===== src/rtl/core/rsp_pkg.sv =====
// ---------------------------------------------------------------------------
// rsp_pkg
// shared constants, types and helpers of the receiver status parser
// ---------------------------------------------------------------------------
package rsp_pkg;

	localparam int LINE_MAX_DEF = 64;

	localparam logic [1:0] OP_BYTE = 2'd0;
	localparam logic [1:0] OP_REQ  = 2'd1;
	localparam logic [1:0] OP_TICK = 2'd2;

	localparam logic CFG_OWN_MAX      = 1'b0;
	localparam logic CFG_MIN_INTERVAL = 1'b1;

	localparam logic signed [7:0] OWN_MAX_RST  = 8'sd18;
	localparam logic [15:0]       MIN_INT_RST  = 16'd100;
	localparam logic [7:0]        CEIL_LIMIT   = 8'd196;
	localparam logic [15:0]       SINCE_SAT    = 16'hFFFF;

	localparam logic [2:0] MSG_NONE  = 3'd0;
	localparam logic [2:0] MSG_MAX   = 3'd1;
	localparam logic [2:0] MSG_VOL   = 3'd2;
	localparam logic [2:0] MSG_MUTE  = 3'd3;
	localparam logic [2:0] MSG_POWER = 3'd4;

	localparam logic [7:0] CH_CR = 8'h0D;
	localparam logic [7:0] CH_LF = 8'h0A;
	localparam logic [7:0] CH_SP = 8'h20;
	localparam logic [7:0] CH_0  = 8'h30;
	localparam logic [7:0] CH_5  = 8'h35;
	localparam logic [7:0] CH_9  = 8'h39;
	localparam logic [7:0] CH_A  = 8'h41;
	localparam logic [7:0] CH_M  = 8'h4D;
	localparam logic [7:0] CH_N  = 8'h4E;
	localparam logic [7:0] CH_O  = 8'h4F;
	localparam logic [7:0] CH_P  = 8'h50;
	localparam logic [7:0] CH_U  = 8'h55;
	localparam logic [7:0] CH_V  = 8'h56;
	localparam logic [7:0] CH_W  = 8'h57;
	localparam logic [7:0] CH_X  = 8'h58;
	localparam logic [7:0] CH_Z  = 8'h5A;

	typedef struct packed {
		logic [2:0] kind;
		logic [7:0] half;
		logic       on;
	} msg_t;

	typedef struct packed {
		logic [7:0] volume_half;
		logic [7:0] ceiling_half;
		logic       have_volume;
		logic       muted;
		logic       powered;
		logic       changed;
		logic       send;
		logic [7:0] target;
	} res_t;

	function automatic logic is_dig(input logic [7:0] c);
		return (c >= CH_0) && (c <= CH_9);
	endfunction

	function automatic logic is_ws(input logic [7:0] c);
		return (c == CH_SP) || ((c >= 8'd9) && (c <= 8'd13));
	endfunction

	// two ascii digits and a half flag to half steps
	function automatic logic [7:0] half_of(input logic [7:0] d0, input logic [7:0] d1,
		input logic five);
		logic [7:0] v;
		v = 8'({d0[3:0], 3'b000}) + 8'({d0[3:0], 1'b0}) + 8'(d1[3:0]);
		return {v[6:0], five};
	endfunction

	// min of device ceiling and user ceiling, clamped to 0..196
	function automatic logic [7:0] ceil_of(input logic [7:0] dev, input logic signed [7:0] own);
		logic signed [10:0] own2;
		logic signed [10:0] dev_s;
		logic signed [10:0] m;
		own2  = (11'(own) + 11'sd80) <<< 1;
		dev_s = signed'(11'(dev));
		m     = (dev_s < own2) ? dev_s : own2;
		if (m < 11'sd0) begin
			m = 11'sd0;
		end else if (m > signed'(11'(CEIL_LIMIT))) begin
			m = signed'(11'(CEIL_LIMIT));
		end
		return m[7:0];
	endfunction

	// w / 10 for w below 100
	function automatic logic [3:0] tens_of(input logic [6:0] w);
		logic [14:0] p;
		p = 15'(w) * 15'd205;
		return p[14:11];
	endfunction

endpackage


===== src/rtl/core/receiver_status_parser_volume_sender_core.sv =====
// ---------------------------------------------------------------------------
// receiver_status_parser_volume_sender_core
// receiver status line decoder and rate-limited volume command sender
// ---------------------------------------------------------------------------
// An item moves from the input register to the result register as soon as
// the output stage is free, so items that give one status result stream
// at one per cycle while the output does not stall. A tick that sends a
// volume command gives 5 or 6 results, one per cycle from the command
// sequencer in the output stage unless the output stalls; during that run
// the input register holds one further item and then stalls the input.
// Received lines are decoded on the fly as bytes arrive.
module receiver_status_parser_volume_sender_core
	import rsp_pkg::*;
#(
	parameter int LINE_MAX = LINE_MAX_DEF
) (
	input  logic              clk,
	input  logic              arst_n,
	input  logic              in_valid,
	output logic              in_stall,
	input  logic [1:0]        opcode,
	input  logic [7:0]        rx_byte,
	input  logic signed [9:0] volume_request,
	input  logic              cfg_valid,
	output logic              cfg_ready,
	input  logic              cfg_index,
	input  logic [15:0]       cfg_data,
	output logic              out_valid,
	input  logic              out_stall,
	output logic [7:0]        volume_half,
	output logic [7:0]        ceiling_half,
	output logic              have_volume,
	output logic              muted,
	output logic              powered,
	output logic              changed,
	output logic              tx_valid,
	output logic [7:0]        tx_byte,
	output logic              last
);

	logic              valid_s1;
	logic [1:0]        op_s1;
	logic [7:0]        rx_s1;
	logic signed [9:0] req_s1;

	logic signed [7:0] own_max_q;
	logic [15:0]       min_int_q;
	logic [7:0]        vol_q;
	logic [7:0]        dev_q;
	logic [7:0]        target_q;
	logic              pend_q;
	logic [15:0]       since_q;
	logic              have_q;
	logic              mute_q;
	logic              power_q;

	logic [7:0]  vol_d;
	logic [7:0]  dev_d;
	logic [7:0]  target_d;
	logic        pend_d;
	logic [15:0] since_d;
	logic        have_d;
	logic        mute_d;
	logic        power_d;
	logic        chg;
	logic        send;
	logic [15:0] since_inc;
	logic [7:0]  ceil_now;
	logic [7:0]  req_clamp;

	logic  accept;
	logic  proc;
	logic  free;
	msg_t  msg;
	res_t  res;

	assign cfg_ready = 1'b1;
	assign in_stall  = valid_s1 && !free;
	assign accept    = in_valid && !in_stall;
	assign proc      = valid_s1 && free;

	always_ff @(posedge clk or negedge arst_n) begin
		if (!arst_n) begin
			valid_s1 <= 1'b0;
		end else if (accept) begin
			valid_s1 <= 1'b1;
		end else if (proc) begin
			valid_s1 <= 1'b0;
		end
	end

	always_ff @(posedge clk) begin
		if (accept) begin
			op_s1  <= opcode;
			rx_s1  <= rx_byte;
			req_s1 <= volume_request;
		end
	end

	always_ff @(posedge clk or negedge arst_n) begin
		if (!arst_n) begin
			own_max_q <= OWN_MAX_RST;
			min_int_q <= MIN_INT_RST;
		end else if (cfg_valid && cfg_ready) begin
			unique case (cfg_index)
				CFG_OWN_MAX:      own_max_q <= signed'(cfg_data[7:0]);
				CFG_MIN_INTERVAL: min_int_q <= cfg_data;
				default:          own_max_q <= own_max_q;
			endcase
		end
	end

	rsp_line_parser #(
		.LINE_MAX(LINE_MAX)
	) u_parser (
		.clk     (clk),
		.arst_n  (arst_n),
		.byte_en (proc && (op_s1 == OP_BYTE)),
		.rx_byte (rx_s1),
		.msg     (msg)
	);

	assign ceil_now  = ceil_of(dev_q, own_max_q);
	assign since_inc = (since_q == SINCE_SAT) ? since_q : since_q + 16'd1;

	always_comb begin
		if (req_s1[9]) begin
			req_clamp = 8'd0;
		end else if (req_s1[8:0] > 9'(ceil_now)) begin
			req_clamp = ceil_now;
		end else begin
			req_clamp = req_s1[7:0];
		end
	end

	always_comb begin
		vol_d    = vol_q;
		dev_d    = dev_q;
		target_d = target_q;
		pend_d   = pend_q;
		since_d  = since_q;
		have_d   = have_q;
		mute_d   = mute_q;
		power_d  = power_q;
		chg      = 1'b0;
		send     = 1'b0;
		case (op_s1)
			OP_BYTE: begin
				unique case (msg.kind)
					MSG_MAX: begin
						dev_d = msg.half;
						chg   = 1'b1;
					end
					MSG_VOL: begin
						if (!pend_q) begin
							vol_d = msg.half;
						end
						have_d = 1'b1;
						chg    = 1'b1;
					end
					MSG_MUTE: begin
						mute_d = msg.on;
						chg    = 1'b1;
					end
					MSG_POWER: begin
						power_d = msg.on;
						chg     = 1'b1;
					end
					default: chg = 1'b0;
				endcase
			end
			OP_REQ: begin
				target_d = req_clamp;
				vol_d    = req_clamp;
				pend_d   = 1'b1;
				chg      = 1'b1;
			end
			OP_TICK: begin
				since_d = since_inc;
				if (pend_q && (since_inc >= min_int_q)) begin
					send    = 1'b1;
					since_d = '0;
					pend_d  = 1'b0;
				end
			end
			default: chg = 1'b0;
		endcase
	end

	always_ff @(posedge clk or negedge arst_n) begin
		if (!arst_n) begin
			vol_q    <= '0;
			dev_q    <= CEIL_LIMIT;
			target_q <= '0;
			pend_q   <= 1'b0;
			since_q  <= SINCE_SAT;
			have_q   <= 1'b0;
			mute_q   <= 1'b0;
			power_q  <= 1'b0;
		end else if (proc) begin
			vol_q    <= vol_d;
			dev_q    <= dev_d;
			target_q <= target_d;
			pend_q   <= pend_d;
			since_q  <= since_d;
			have_q   <= have_d;
			mute_q   <= mute_d;
			power_q  <= power_d;
		end
	end

	always_comb begin
		res.volume_half  = vol_d;
		res.ceiling_half = ceil_of(dev_d, own_max_q);
		res.have_volume  = have_d;
		res.muted        = mute_d;
		res.powered      = power_d;
		res.changed      = chg;
		res.send         = send;
		res.target       = target_q;
	end

	rsp_out_seq u_out (
		.clk          (clk),
		.arst_n       (arst_n),
		.load         (proc),
		.res          (res),
		.free         (free),
		.out_valid    (out_valid),
		.out_stall    (out_stall),
		.volume_half  (volume_half),
		.ceiling_half (ceiling_half),
		.have_volume  (have_volume),
		.muted        (muted),
		.powered      (powered),
		.changed      (changed),
		.tx_valid     (tx_valid),
		.tx_byte      (tx_byte),
		.last         (last)
	);

	// a command run is not cut short
	a_run_continues: assert property (@(posedge clk) disable iff (!arst_n)
		out_valid && tx_valid && !last |=> out_valid && tx_valid)
		else $error("command run broken");

	// a status result is always the only result of its item
	a_status_last: assert property (@(posedge clk) disable iff (!arst_n)
		out_valid && !tx_valid |-> last)
		else $error("status result not last");

	// sending clears the pending target and restarts the interval
	a_send_clears: assert property (@(posedge clk) disable iff (!arst_n)
		proc && send |=> !pend_q && (since_q == 16'd0))
		else $error("send did not clear pending state");

	// command bytes never flag a status change
	a_cmd_no_change: assert property (@(posedge clk) disable iff (!arst_n)
		out_valid && tx_valid |-> !changed)
		else $error("command result flagged as change");

endmodule


===== src/rtl/core/rsp_line_parser.sv =====
// ---------------------------------------------------------------------------
// rsp_line_parser
// assembles received bytes into lines and decodes each line as it ends
// ---------------------------------------------------------------------------
module rsp_line_parser
	import rsp_pkg::*;
#(
	parameter int LINE_MAX = LINE_MAX_DEF
) (
	input  logic       clk,
	input  logic       arst_n,
	input  logic       byte_en,
	input  logic [7:0] rx_byte,
	output msg_t       msg
);

	localparam int LW = $clog2(LINE_MAX + 1);

	logic [LW-1:0] len_q;
	logic [7:0]    head_q [5];
	logic [7:0]    prev1_q;
	logic [7:0]    prev2_q;
	logic [1:0]    mx_cnt_q;
	logic [7:0]    mx_q [3];

	logic term;
	logic store;
	logic max_line;
	logic mv_line;
	logic [7:0] mx_half;
	logic [7:0] mv_half;

	assign term  = (rx_byte == CH_CR) || (rx_byte == CH_LF);
	assign store = byte_en && !term && (len_q < LW'(LINE_MAX));

	always_ff @(posedge clk or negedge arst_n) begin
		if (!arst_n) begin
			len_q    <= '0;
			mx_cnt_q <= '0;
		end else if (byte_en && term) begin
			len_q    <= '0;
			mx_cnt_q <= '0;
		end else if (store) begin
			len_q <= len_q + LW'(1);
			if ((len_q >= LW'(5)) && !((mx_cnt_q == 2'd0) && is_ws(rx_byte)) &&
				(mx_cnt_q != 2'd3)) begin
				mx_cnt_q <= mx_cnt_q + 2'd1;
			end
		end
	end

	always_ff @(posedge clk) begin
		if (store) begin
			prev1_q <= rx_byte;
			prev2_q <= prev1_q;
			if (len_q < LW'(5)) begin
				head_q[len_q[2:0]] <= rx_byte;
			end else if (!((mx_cnt_q == 2'd0) && is_ws(rx_byte)) && (mx_cnt_q != 2'd3)) begin
				mx_q[mx_cnt_q] <= rx_byte;
			end
		end
	end

	assign max_line = (len_q >= LW'(5)) && (head_q[0] == CH_M) && (head_q[1] == CH_V) &&
		(head_q[2] == CH_M) && (head_q[3] == CH_A) && (head_q[4] == CH_X);
	assign mv_line  = (head_q[0] == CH_M) && (head_q[1] == CH_V);
	assign mx_half  = half_of(mx_q[0], mx_q[1], (mx_cnt_q == 2'd3) && (mx_q[2] == CH_5));
	assign mv_half  = half_of(head_q[2], head_q[3], (len_q >= LW'(5)) && (head_q[4] == CH_5));

	always_comb begin
		msg.kind = MSG_NONE;
		msg.half = '0;
		msg.on   = (prev2_q == CH_O) && (prev1_q == CH_N);
		if (byte_en && term && (len_q >= LW'(2))) begin
			if (max_line) begin
				msg.half = mx_half;
				if ((mx_cnt_q >= 2'd2) && is_dig(mx_q[0]) && is_dig(mx_q[1]) &&
					(mx_half != 8'd0) && (mx_half <= CEIL_LIMIT)) begin
					msg.kind = MSG_MAX;
				end
			end else if (mv_line) begin
				msg.half = mv_half;
				if ((len_q >= LW'(4)) && is_dig(head_q[2]) && is_dig(head_q[3])) begin
					msg.kind = MSG_VOL;
				end
			end else if ((head_q[0] == CH_M) && (head_q[1] == CH_U)) begin
				msg.kind = MSG_MUTE;
			end else if (((head_q[0] == CH_Z) && (head_q[1] == CH_M)) ||
				((head_q[0] == CH_P) && (head_q[1] == CH_W))) begin
				msg.kind = MSG_POWER;
			end
		end
	end

endmodule


===== src/rtl/core/rsp_out_seq.sv =====
// ---------------------------------------------------------------------------
// rsp_out_seq
// result register and command byte sequencer
// ---------------------------------------------------------------------------
module rsp_out_seq
	import rsp_pkg::*;
(
	input  logic       clk,
	input  logic       arst_n,
	input  logic       load,
	input  res_t       res,
	output logic       free,
	output logic       out_valid,
	input  logic       out_stall,
	output logic [7:0] volume_half,
	output logic [7:0] ceiling_half,
	output logic       have_volume,
	output logic       muted,
	output logic       powered,
	output logic       changed,
	output logic       tx_valid,
	output logic [7:0] tx_byte,
	output logic       last
);

	res_t       res_q;
	logic       valid_q;
	logic [2:0] idx_q;
	logic [3:0] tens_q;
	logic [3:0] ones_q;
	logic [3:0] tens;
	logic       take;
	logic [7:0] cmd_byte;

	assign tens = tens_of(res.target[7:1]);
	assign last = !res_q.send || (idx_q == (res_q.target[0] ? 3'd5 : 3'd4));
	assign take = valid_q && !out_stall;
	assign free = !valid_q || (take && last);

	always_ff @(posedge clk or negedge arst_n) begin
		if (!arst_n) begin
			valid_q <= 1'b0;
			idx_q   <= '0;
		end else if (load) begin
			valid_q <= 1'b1;
			idx_q   <= '0;
		end else if (take) begin
			if (last) begin
				valid_q <= 1'b0;
			end else begin
				idx_q <= idx_q + 3'd1;
			end
		end
	end

	always_ff @(posedge clk) begin
		if (load) begin
			res_q  <= res;
			tens_q <= tens;
			ones_q <= 4'(res.target[7:1] - 7'(tens) * 7'd10);
		end
	end

	always_comb begin
		unique case (idx_q)
			3'd0:    cmd_byte = CH_M;
			3'd1:    cmd_byte = CH_V;
			3'd2:    cmd_byte = CH_0 + 8'(tens_q);
			3'd3:    cmd_byte = CH_0 + 8'(ones_q);
			3'd4:    cmd_byte = res_q.target[0] ? CH_5 : CH_CR;
			default: cmd_byte = CH_CR;
		endcase
	end

	assign out_valid    = valid_q;
	assign volume_half  = res_q.volume_half;
	assign ceiling_half = res_q.ceiling_half;
	assign have_volume  = res_q.have_volume;
	assign muted        = res_q.muted;
	assign powered      = res_q.powered;
	assign changed      = res_q.changed;
	assign tx_valid     = res_q.send;
	assign tx_byte      = res_q.send ? cmd_byte : 8'd0;

endmodule


===== config.mk =====
export PLATFORM = sky130hd
export DESIGN_NAME = receiver_status_parser_volume_sender_core
export DESIGN_NICKNAME = d
export VERILOG_FILES = /design/src/rtl/core/rsp_pkg.sv /design/src/rtl/core/receiver_status_parser_volume_sender_core.sv /design/src/rtl/core/rsp_line_parser.sv /design/src/rtl/core/rsp_out_seq.sv
export SDC_FILE = /design/constraint.sdc
export NUM_CORES = 1
export LEC_CHECK = 0
export BUFFER_PORTS_ARGS = -buffer_cell sky130_fd_sc_hd__buf_4
export CORE_ASPECT_RATIO = 1.5
export CORE_MARGIN = 3
export CORE_UTILIZATION = 35
export CTS_BUF_LIST = sky130_fd_sc_hd__clkbuf_8
export DETAILED_ROUTE_END_ITERATION = 8
export PLACE_DENSITY_LB_ADDON = 0.12
export SKIP_CTS_REPAIR_TIMING = 1
export SYNTH_ARGS = -nofsm -noshare
export SYNTH_HDL_FRONTEND = slang
export SYNTH_SLANG_ARGS = --single-unit

===== constraint.sdc =====
create_clock -name clk -period 8.15 [get_ports clk]
set_input_delay 1.2225 -clock clk [delete_from_list [all_inputs] [get_ports clk]]
set_output_delay 1.2225 -clock clk [all_outputs]
set_load 0.05 [all_outputs]

-- After elaboration in Yosys (flattened, before gate mapping)
Memories as Yosys holds them, arrays and structs flattened.
Cells that the tools add are included.
- $add $sub $neg: 12
- $mul: 2
- magnitude comparators: 25
- eq/ne operators: 33
- mux-type cells: 57
- bitwise operators: 1
- reduce and logical (&&, ||, !) cells: 70
- operators by type and width (cell ; number):
    8-bit by 7-bit == test with 1-bit output (second input constant) ; 12
    8-bit two-way mux ; 11
    11-bit two-way mux ; 4
    8-bit one-hot mux with 5 select lines ; 1
    1-bit logical AND ; 38
    8-bit by 6-bit >= comparator with 1-bit output (second input constant) ; 4
    8-bit by 6-bit <= comparator with 1-bit output (second input constant) ; 4
    16-bit two-way mux ; 2
    8-bit by 6-bit == test with 1-bit output (second input constant) ; 3
    1-bit two-way mux ; 23
    11-bit by 9-bit > comparator with 1-bit output (second input constant) ; 2
    11-bit by 1-bit less-than comparator with 1-bit output (second input constant) ; 2
    9-bit by 10-bit less-than comparator with 1-bit output ; 2
    3-bit two-way mux ; 6
    16-bit by 1-bit adder with 16-bit output (second input constant) ; 1
    16-bit == test (second input constant) ; 1
    8-bit by 4-bit == test with 1-bit output (second input constant) ; 2
    16-bit >= comparator ; 1
    8-bit one-hot mux with 2 select lines ; 1
    7-bit by 8-bit multiplier with 15-bit output (second input constant) ; 1
    6-bit by 4-bit adder with 7-bit output (first input constant) ; 2
    7-bit by 4-bit adder with 7-bit output ; 2
    7-bit by 5-bit adder with 7-bit output ; 2
    7-bit by 3-bit >= comparator with 1-bit output (second input constant) ; 2
    36 further kinds ; 71
- register bits after elaboration: 148
- RAM bits: 64
- input bits: 42
- output and inout port bits: 33
- word-level logic and storage cells: 233
- memories: 2
- memory list (memory ; words ; bits a word ; rd ports ; clocked after memory_dff ; wr ports ; RTL line ; text):
    u_parser.head_q ; 5 ; 8 ; 5 ; 0 ; 1 ; rsp_line_parser.sv:20 ; logic [7:0] head_q [5];
    u_parser.mx_q ; 3 ; 8 ; 3 ; 0 ; 1 ; rsp_line_parser.sv:24 ; logic [7:0] mx_q [3];

-- Depth between registers and ports, before layout
- depth after elaboration: 17
- gate-level depth with buffers: 28
- gate-level depth less buffers: 27

-- Hierarchy
Synthesis repeated with hierarchy kept, for this count alone.
- cell total of the unflattened synthesis: 1038
- area, all modules: 11966.5 µm²
- modules (own cells, without submodules) (module ; instances ; cells each ; area an instance (µm²) ; sequential area each (µm²)):
    receiver_status_parser_volume_sender_core ; 1 ; 576 ; 5631.7 ; 2357.3
    rsp_line_parser ; 1 ; 274 ; 3990.1 ; 2627.5
    rsp_out_seq ; 1 ; 188 ; 2344.7 ; 1001.0

-- Worst setup path before layout
Ideal clock, no wire load.
- path type: register to register
- from: mem u_parser.mx_q[1][3]
- to: reg u_out.res_q (netlist bit u_out.ceiling_half[0]) (data pin)
- setup time: 0.263 ns
- arrival time: 5.577 ns
- data required time: 7.887 ns
- setup slack: 2.310 ns
- stages on the path, launching flop included: 26
- path buffers: 3
- clock period less this slack: 5.840 ns
- cells stage by stage: edfxtp_1 fa_1 inv_1 fa_1 xnor2_1 or3b_1 or3_1 or4_4 o2111a_1 buf_6 buf_2 mux2_2 ha_1 a21oi_1 nor2b_1 o21ai_0 nand2b_1 a21oi_1 a21boi_0 o21ai_0 ha_1 buf_2 o32ai_1 a22oi_1 o31ai_4 nor2_1
- RTL lines (element ; RTL line ; text):
    start: declaration ; rsp_line_parser.sv:24 ;
    end signal: assignment ; rsp_out_seq.sv:58 ; res_q <= res;
    end: declaration ; rsp_out_seq.sv:26 ; res_t res_q;

==> results.toml <==
[routing]
viasPerCell = 5.15
vias = 8055
drc = 0
drtIter0Drc = 324
first_pass_iters = 5
routedWlPerCell_um = 18.8
routed_wl_mm = 29.4
ant_nets = 0

[logic_synthesis]
synthTopCellsByCount = "edfxtp_1, ha_1, inv_1, nor2_1, nand2_1"
synth_top_area_share = 0.329
avgSynthCellArea_um2 = 11.5
async_flop_share = 0.387
ys.flop_type = "edfxtp_1"
synthTopCellsByArea = "edfxtp_1, dfrtp_1, ha_1, dfstp_2, mux2_2"
synth_nets = 1189
yosys_register_bits = 212
syn-cell-area_um2 = 11900
synth.most_common_cell = "edfxtp_1"
yosysTopAreaCell = "edfxtp_1"
ys_warn_count = 0
ys_types = 88
synth_edf_count = 130
ys_seq_area_frac = 0.504
syn_inst = 1035

[cts]
clock_latency_ns = 0.55
cts-htree-levels = 2
cts_sinks = 212
cts_tree = "done"
clock-root-buffer = "clkbuf_8"
numCtsBuffers = 37
cts.clk_slew.worst_paths_ns = 0.06
clockBufferDepth = 3

[finish]
fin_nets = 1267
finalNonFillerCells = 1563
drive_gt1_frac = 0.190
areaGrowthSynthToFinish_pct = 13.5

[floorplanning]
ioPinCount = 75
fp.dieW_um = 156
rows = 82
core_um2 = 33400
dieArea_um2 = 36200
die_h_um = 232
initial_core_util = 0.355

[setup_path]
crit_arrival_ns = 6.86
crit_buf_inv = 2
startpoint_type = "flip-flop"
end_kind = "flip-flop"
required_ns = 8.55
slowest_stage = "fa_1"
crit_family = "adder cells"
worstRegToRegCells = 25
crit_path_max_incr_delay_ns = 0.59
worstPathMaxFanout = 20
crit_type = "reg -> reg"
crit_cells = 25

[pwr]
vdd_drop_max_mv = 0.123
power_density_nw_per_um2 = 218
p_leak_uw = 0.00563

[sta]
fin_skew_ns = 0.0205
hold_ws_ns = 0.447
tightest_slew_ns = 1.11
fin_ws_ns = 1.69
fin_tns_setup_ns = 0
drv_slew = 0
finalHoldViolCount = 0
rsz0062_at_grt = "no"
finalCritPeriodShare = 0.793
fmax_mhz = 155
min_period_ns = 6.46
setup_viol = 0
max_slew_margin = 0.258

[status]
status = "complete, no violations"

[worst_hold_path]
hold_depth = 0
hold_path_class = "reg -> reg"

[global_routing]
antenna_found_initial = 2
grt_max_degree = 69
overflow = 0
grt_pass1_vias = 8571
grt_pass1_wl_mm = 47.0
gr-usage-all-layers = 0.167

[place]
io_buffers = 72
place.gp.congestion = 0.857
dpl.hpwl_mm = 22.5
preCtsSetupSlack_ns = 1.60
dp.cells = 1494

[flow_run]
maxCapViolations = 0
## layout by cell type, fill, tap and decap left out, types with 8 or more instances in the layout
cell	Yosys	routed
dfrtp_1	58	58
inv_1	82	96
clkbuf_8	0	43
mux2_2	37	37
ha_1	99	99
a21o_1	8	8
xor2_1	9	9
o21ai_0	56	56
xnor2_1	18	18
nand3_1	16	16
nand2b_1	14	14
a21oi_1	36	36
nor2_1	81	81
nor3_1	27	27
o21a_1	8	8
o31ai_1	12	12
mux2i_1	19	19
nor2b_1	11	11
fa_1	13	13
edfxtp_1	130	130
buf_4	18	79
nand4_1	14	14
and3_1	10	10
nor4bb_1	9	9
nand2_1	62	62
dfstp_2	24	24
## report_power, final
| group | total [uW] | switching (uW) | internal, uW |
|---|---|---|---|
| combinational | 647 | 384 | 263 |
| sequential | 1340 | 85.1 | 1250 |
| clock | 954 | 441 | 513 |
| total | 2940 | 911 | 2030 |
## worst reg2reg max path, cell delays in order, from the launching register on
cell and delay [ns]:
edfxtp_1 0.41, fa_1 0.59, inv_1 0.07, fa_1 0.45
xnor2_1 0.16, or3b_1 0.39, or3_1 0.35, or4_4 0.45
o2111a_1 0.15, buf_4 0.21, mux2_2 0.31, ha_1 0.29
a21oi_1 0.16, nor2b_1 0.06, o21ai_0 0.15, nand2b_1 0.08
a21oi_1 0.13, a21boi_0 0.09, o21ai_0 0.16, ha_1 0.57
nand2_1 0.17, a31oi_1 0.19, o32ai_1 0.11, a22oi_1 0.39
o31ai_4 0.12, nor2_1 0.12
## state kept, by name (all words and copies together) (netlist names), 10 cells and up
register / cells
u_parser.head_q: 40
u_parser.mx_q: 24
min_int_q: 16
since_q: 16
req_s1: 10
## kinds of logic (layout without fill, tap and decap cells)
group                      count (synthesis)  in the layout  synth area share
and+or+nand+nor                          308            308             0.140
muxes                                     59             59            0.0555
xor gates and xnor gates                  27             27            0.0199
AOI/OAI and AO/OA                        192            192             0.107
DFF                                      212            212             0.504
other                                      2              3          0.000633
buffers and inverters                    123            230            0.0464
adders and majority gates                112            112             0.126
## final cells by class
| type | instances | area (um^2) |
|---|---|---|
| tap | 420 | 526 |
| sequential | 212 | 5990 |
| clock inverter | 25 | 130 |
| fill | 3305 | 20000 |
| clock buffer | 43 | 592 |
| multi-input combinational | 700 | 5340 |
| antenna | 1 | 2.50 |
| inverter | 83 | 312 |
| timing repair buffer | 79 | 593 |
## metal layers
metal | wire (um) | vias up | GRT usage
met5 | 20 | - | 0
met4 | 951 | 2 | 0.0627
met3 | 1090 | 60 | 0.0280
met2 | 16300 | 145 | 0.317
met1 | 11100 | 3907 | 0.181
li1 | - | 3941 | -
## final timing paths
path / from / endpoint / slack (ns)
max: u_parser.mx_q[1][3] / u_out.ceiling_half[0] / 1.69
min: u_parser.prev1_q[4] / u_parser.prev2_q[4] / 0.45
max reg2reg: u_parser.mx_q[1][3] / u_out.ceiling_half[0] / 1.69
min reg2reg: u_parser.prev1_q[4] / u_parser.prev2_q[4] / 0.45
max in group asynchronous: arst_n / vol_q[2] / 6.43
min in group asynchronous: arst_n / min_int_q[13] / 0.54
## per-stage QoR
step	cell area [um^2]	utilization	total power, uW
floorplan	11900	-	1820
global placement	12800	0.381	2010
detailed placement	12800	0.381	2020
CTS	13500	0.403	3000
global route	13500	0.403	3140
finish	13500	0.403	2940
No activity file was read; power rests on OpenSTA's default activity.
